### src/hw/rtl/beat_sync_tempo_rate_adjuster_unit_macros.svh
// Assertion macros shared by the RTL files.
`ifndef BEAT_SYNC_TEMPO_RATE_ADJUSTER_UNIT_MACROS_SVH
`define BEAT_SYNC_TEMPO_RATE_ADJUSTER_UNIT_MACROS_SVH
`ifndef SYNTHESIS
`define BSTR_ASSERT_IMPL(label, clk, rst_n, ante, cons) \
	label: assert property (@(posedge clk) disable iff (!rst_n) (ante) |-> (cons)) \
		else $error("assertion failed");
`define BSTR_ASSERT_NEXT(label, clk, rst_n, ante, cons) \
	label: assert property (@(posedge clk) disable iff (!rst_n) (ante) |=> (cons)) \
		else $error("assertion failed");
`else
`define BSTR_ASSERT_IMPL(label, clk, rst_n, ante, cons)
`define BSTR_ASSERT_NEXT(label, clk, rst_n, ante, cons)
`endif
`endif

### src/hw/rtl/bstra_pkg.sv
`default_nettype none
package bstra_pkg;

	// Register indexes of the configuration port.
	localparam logic [2:0] REG_BEAT_MULT  = 3'd0;
	localparam logic [2:0] REG_INTRO      = 3'd1;
	localparam logic [2:0] REG_LOOP_BEATS = 3'd2;
	localparam logic [2:0] REG_LOOP_START = 3'd3;
	localparam logic [2:0] REG_LOOP_END   = 3'd4;
	localparam logic [2:0] REG_SRATE      = 3'd5;

	localparam int CFG_IDX_W  = 3;
	localparam int CFG_DATA_W = 32;

	localparam logic OP_TICK    = 1'b0;
	localparam logic OP_RESTART = 1'b1;

	localparam logic [17:0] RATE_ONE = 18'd65536;
	localparam logic [31:0] LEAD_SAMPLES = 32'd500;
	localparam logic [6:0]  SECS_PER_MIN = 7'd60;

	// Width of the shared shift-subtract divider.
	localparam int DIV_W = 64;
	localparam int DIV_CNT_W = 7;

	// Input and output words.
	typedef struct packed {
		logic        operation;
		logic        stream_active;
		logic [23:0] tempo;
		logic [31:0] current_sample;
		logic [31:0] stream_loop_count;
	} in_word_t;

	typedef struct packed {
		logic [17:0] rate;
		logic        beat_wrapped;
		logic        stream_wrapped;
	} out_word_t;

	// Datapath commands from the controller.
	typedef struct packed {
		logic load;      // capture input word, update tracking state
		logic mul_k;     // step: K partial products
		logic form_n;    // step: numerator
		logic div_start; // start a division
		logic sq;        // square the quotient
		logic recip;     // set up reciprocal division
		logic finish;    // write the result register
	} dp_cmd_t;

	typedef struct packed {
		logic div_busy;
	} dp_status_t;

endpackage
`default_nettype wire

### src/hw/rtl/bstra_ctrl.sv
`default_nettype none
`include "beat_sync_tempo_rate_adjuster_unit_macros.svh"
// Sequencer for one word: multiply, form error, divide, square, reciprocal.
module bstra_ctrl (
	input  wire logic                  clk,
	input  wire logic                  arst_n,
	input  wire logic                  in_valid,
	output logic                       in_ready,
	output logic                       out_valid,
	input  wire logic                  out_ready,
	input  wire bstra_pkg::dp_status_t status,
	output bstra_pkg::dp_cmd_t         cmd
);
	typedef enum logic [3:0] {
		S_IDLE, S_MUL0, S_MUL1, S_MUL2, S_NUM, S_DIVQ, S_WAITQ, S_SQ,
		S_RECIP, S_DIVR, S_WAITR, S_FIN
	} state_t;

	state_t state_q;
	logic   started_q;

	// Result register may be taken while the next word is accepted.
	logic   out_full_q;
	assign out_valid = out_full_q;
	assign in_ready  = (state_q == S_IDLE);

	// The result register is written only once the previous word has left it.
	always_comb begin
		cmd = '0;
		cmd.load      = in_valid && in_ready;
		cmd.mul_k     = (state_q == S_MUL0) || (state_q == S_MUL1) || (state_q == S_MUL2);
		cmd.form_n    = (state_q == S_NUM);
		cmd.div_start = (state_q == S_DIVQ) || (state_q == S_DIVR);
		cmd.sq        = (state_q == S_SQ);
		cmd.recip     = (state_q == S_RECIP);
		cmd.finish    = (state_q == S_FIN) && (!out_full_q || out_ready);
	end

	always_ff @(posedge clk or negedge arst_n) begin
		if (!arst_n) begin
			state_q    <= S_IDLE;
			out_full_q <= 1'b0;
			started_q  <= 1'b0;
		end else begin
			if (cmd.finish) begin
				out_full_q <= 1'b1;
			end else if (out_valid && out_ready) begin
				out_full_q <= 1'b0;
			end
			unique case (state_q)
				S_IDLE: if (in_valid) state_q <= S_MUL0;
				S_MUL0: state_q <= S_MUL1;
				S_MUL1: state_q <= S_MUL2;
				S_MUL2: state_q <= S_NUM;
				S_NUM: state_q <= S_DIVQ;
				S_DIVQ: begin
					started_q <= 1'b1;
					state_q <= S_WAITQ;
				end
				S_WAITQ: begin
					started_q <= 1'b0;
					if (!status.div_busy && !started_q) state_q <= S_SQ;
				end
				S_SQ: state_q <= S_RECIP;
				S_RECIP: state_q <= S_DIVR;
				S_DIVR: begin
					started_q <= 1'b1;
					state_q <= S_WAITR;
				end
				S_WAITR: begin
					started_q <= 1'b0;
					if (!status.div_busy && !started_q) state_q <= S_FIN;
				end
				S_FIN: if (cmd.finish) state_q <= S_IDLE;
				default: state_q <= S_IDLE;
			endcase
		end
	end

	`BSTR_ASSERT_IMPL(a_load_idle, clk, arst_n, cmd.load, state_q == S_IDLE)
	`BSTR_ASSERT_NEXT(a_fin_out, clk, arst_n, cmd.finish, out_valid && state_q == S_IDLE)
	`BSTR_ASSERT_IMPL(a_cmd_excl, clk, arst_n, 1'b1,
		$onehot0({cmd.load, cmd.form_n, cmd.sq, cmd.recip, cmd.finish}))
endmodule
`default_nettype wire

### config.mk
export PLATFORM = sky130hd
export DESIGN_NAME = bstra_ctrl
export DESIGN_NICKNAME = d
export VERILOG_FILES = /design/src/hw/rtl/bstra_pkg.sv /design/src/hw/rtl/bstra_ctrl.sv
export VERILOG_INCLUDE_DIRS = /design/src /design/src/hw/rtl
export SDC_FILE = /design/constraint.sdc
export NUM_CORES = 1
export LEC_CHECK = 0
export BUFFER_PORTS_ARGS = -buffer_cell sky130_fd_sc_hd__buf_2
export CORE_AREA = 2 2 39 41
export DETAILED_ROUTE_END_ITERATION = 16
export DIE_AREA = 0 0 41 43
export PLACE_DENSITY = 0.57
export SYNTH_ARGS = -nofsm -noshare
export SYNTH_HDL_FRONTEND = slang
export SYNTH_SLANG_ARGS = --single-unit
### constraint.sdc
create_clock -name clk -period 1.3 [get_ports clk]
set_clock_uncertainty 0.1 [all_clocks]
set_input_delay 0.39 -clock clk [delete_from_list [all_inputs] [get_ports clk]]
set_output_delay 0.39 -clock clk [all_outputs]
set_load 0.005 [all_outputs]
==> qor.csv <==
metric,value,unit
rows,14,
clockRootBuffer,clkbuf_4,
fmax,584.5,MHz
p_leak,0.3122,nW
p_int,964.3,uW
via_per_inst,4.739,
synth_cell_types,19,
synth_xor_xnor_area_share,7.292,%
critPathLaunchType,register,
setup_ws,-410.8,ps
syn_area,360.3,um2
pwr-share-seq,26.3,%
routabilityCongestion,0.7415,
cap_violations,0,
wire_per_inst,11.56,um
numCtsBuffers,3,
clk_latency,250,ps
p_per_area,2523,nW/um2
timing.slew.headroom,81.10,%
finalHoldViolCount,0,
rsz0062_at_grt,true,
crit_required,810,ps
synthMuxAreaShare,0,%
syn_to_final_growth,77.08,%
die-width,41,um
clock-sinks,6,
drt_iter0_markers,2,
drc,0,
antenna_found_initial,0,
cp.arrival,1220,ps
syn-num-nets,48,
setup_tns,-3061,ps
peakVddDrop,0.9956,mV
grt_pass1_vias,398,
antenna_cells,0,
worstHoldPathType,primary input to register,
synth.avg_cell_area,8.380,um2
track_usage,14.18,%
io_buffer_count,13,
critPathKind,register to output pin,
p_sw,645.5,uW
dr.pass1.iters,3,
start_util,26.04,%
layout_common_cells,"buf_2 (13), buf_4 (13), nor2_1 (5)",
io_pins,14,
switching_share,40.10,%
core_area,1384,um2
place_area,519.2,um2
cts_tree,built,
ant_nets,0,
grt_max_degree,8,
synthAdderAreaFrac,0,%
violations,negative setup slack,
slew_violations,0,
ys_warn_count,0,
reg2regPathDepth,4,
status,finished with violations,
worstMarginPinSlew,282.4,ps
final_util,46.11,%
synth_compound_area_share,15.63,%
clock_path_buffers,2,
grt_pass1_wl,1656,um
synth-seq-cells,6,
nets,79,
design_area,638.1,um2
grt_remaining_overflow,0,
min_path_cells,3,
clkPwrFrac,10.9,%
fp.dieH,43,um
path_clk_slew,50,ps
vias,417,
fin_crit_sh,131.6,%
die_area,1763,um2
combPwrFrac,62.8,%
setup_violations,9,
synth_top_family_by_area,simple AND/OR/NAND/NOR gates,
place_ws,-288.0,ps
cts.htree.levels,1,
cp_max_fo,4,
routed_wl,1017,um
setup.worst_path.end_class,output pin,
place_hpwl,698.3,um
synthSimpleGateAreaFrac,28.13,%
syn-instance-count,43,
drive_gt1_share,61.11,%
seq_area_frac_synth,41.67,%
min_period,1711,ps
timing repair:
action | 4_1_cts | 5_1_grt
endpoints found under the hold margin | 6 | 0
endpoints found under the setup margin | 9 | 12
buffers inserted | 3 | 2
pin swaps | 1 | 4
resized for setup | 7 | 8
hold buffers | 1 | 0
layer usage:
layer  track usage [%]  wire [um]  vias to the layer above
li1                  -          -                      208
met1             17.22        435                      196
met2             20.94        516                       13
met3             3.141         64                        0
met4             10.00          0                        0
met5                 0          0                        -
stage by stage:
stage	hold slack, ps	cells	total power, mW
final	321.4	88	1.610
after global routing	353.2	88	1.760
after CTS	318.6	86	1.468
after detailed placement	125.3	79	1.162
after global placement	126.6	79	1.167
after floorplan	-5.591	43	0.8907
final cells by class:
cell class	count	area, um2
Sequential cell	6	155.1
Tap cell	16	20.02
Fill cell	143	745.7
Timing Repair Buffer	30	206.4
Clock buffer	3	22.52
Multi-Input combinational cell	33	234.0
worst max-delay path, cell delays in order (launching register included):
cell	delay, ps
dfrtp_2	430
nor2_1	260
and2_1	180
buf_2	110
state kept, by name, summed over array words and instances (netlist names):
register	flops
state_q	4
started_q	1
out_valid	1
cells in the mapped netlist:
master	n	area [um2]
and2_1	2	12.51
o221ai_1	1	8.760
or4_1	1	7.510
nand2_1	3	11.26
xnor2_1	1	8.760
xor2_1	2	17.52
dfrtp_1	6	150.1
a211oi_1	1	7.510
nor4_1	1	6.260
nor2_1	5	18.77
nand2b_1	2	12.51
buf_2	3	15.01
a21oi_1	4	20.02
nor2b_1	2	12.51
o21ai_1	1	5.000
buf_6	1	11.26
o21ai_0	3	15.01
nor3_1	2	10.01
nand3_1	2	10.01
cell families (layout without fill, tap and decap cells):
group                     after synthesis  count (layout)
xor gates and xnor gates                3               3
and+or+nand+nor                        20              20
DFF                                     6               6
buffers and inverters                   4              33
AOI/OAI and AO/OA                      10              10
power by group through the flow:
stage                     registers [mW]  clock network [mW]  logic (mW)
after floorplan                    0.304                   0       0.587
after global placement             0.414                   0       0.753
after detailed placement           0.410                   0       0.752
after CTS                          0.415               0.182       0.871
after global routing               0.438               0.193        1.13
final                              0.424               0.175        1.01
worst paths after layout:
kind | startpoint | endpoint | slack [ps]
max in group asynchronous | arst_n | state_q[2]$_DFFE_PN0P_ | 530
min | out_ready | out_valid$_DFFE_PN0P_ | 320
min reg2reg | out_valid$_DFFE_PN0P_ | out_valid$_DFFE_PN0P_ | 420
max | state_q[1]$_DFFE_PN0P_ | cmd[1] | -410
min in group asynchronous | arst_n | out_valid$_DFFE_PN0P_ | 400
max reg2reg | state_q[2]$_DFFE_PN0P_ | state_q[0]$_DFFE_PN0P_ | -210
Power figures use the tool's default switching activity.
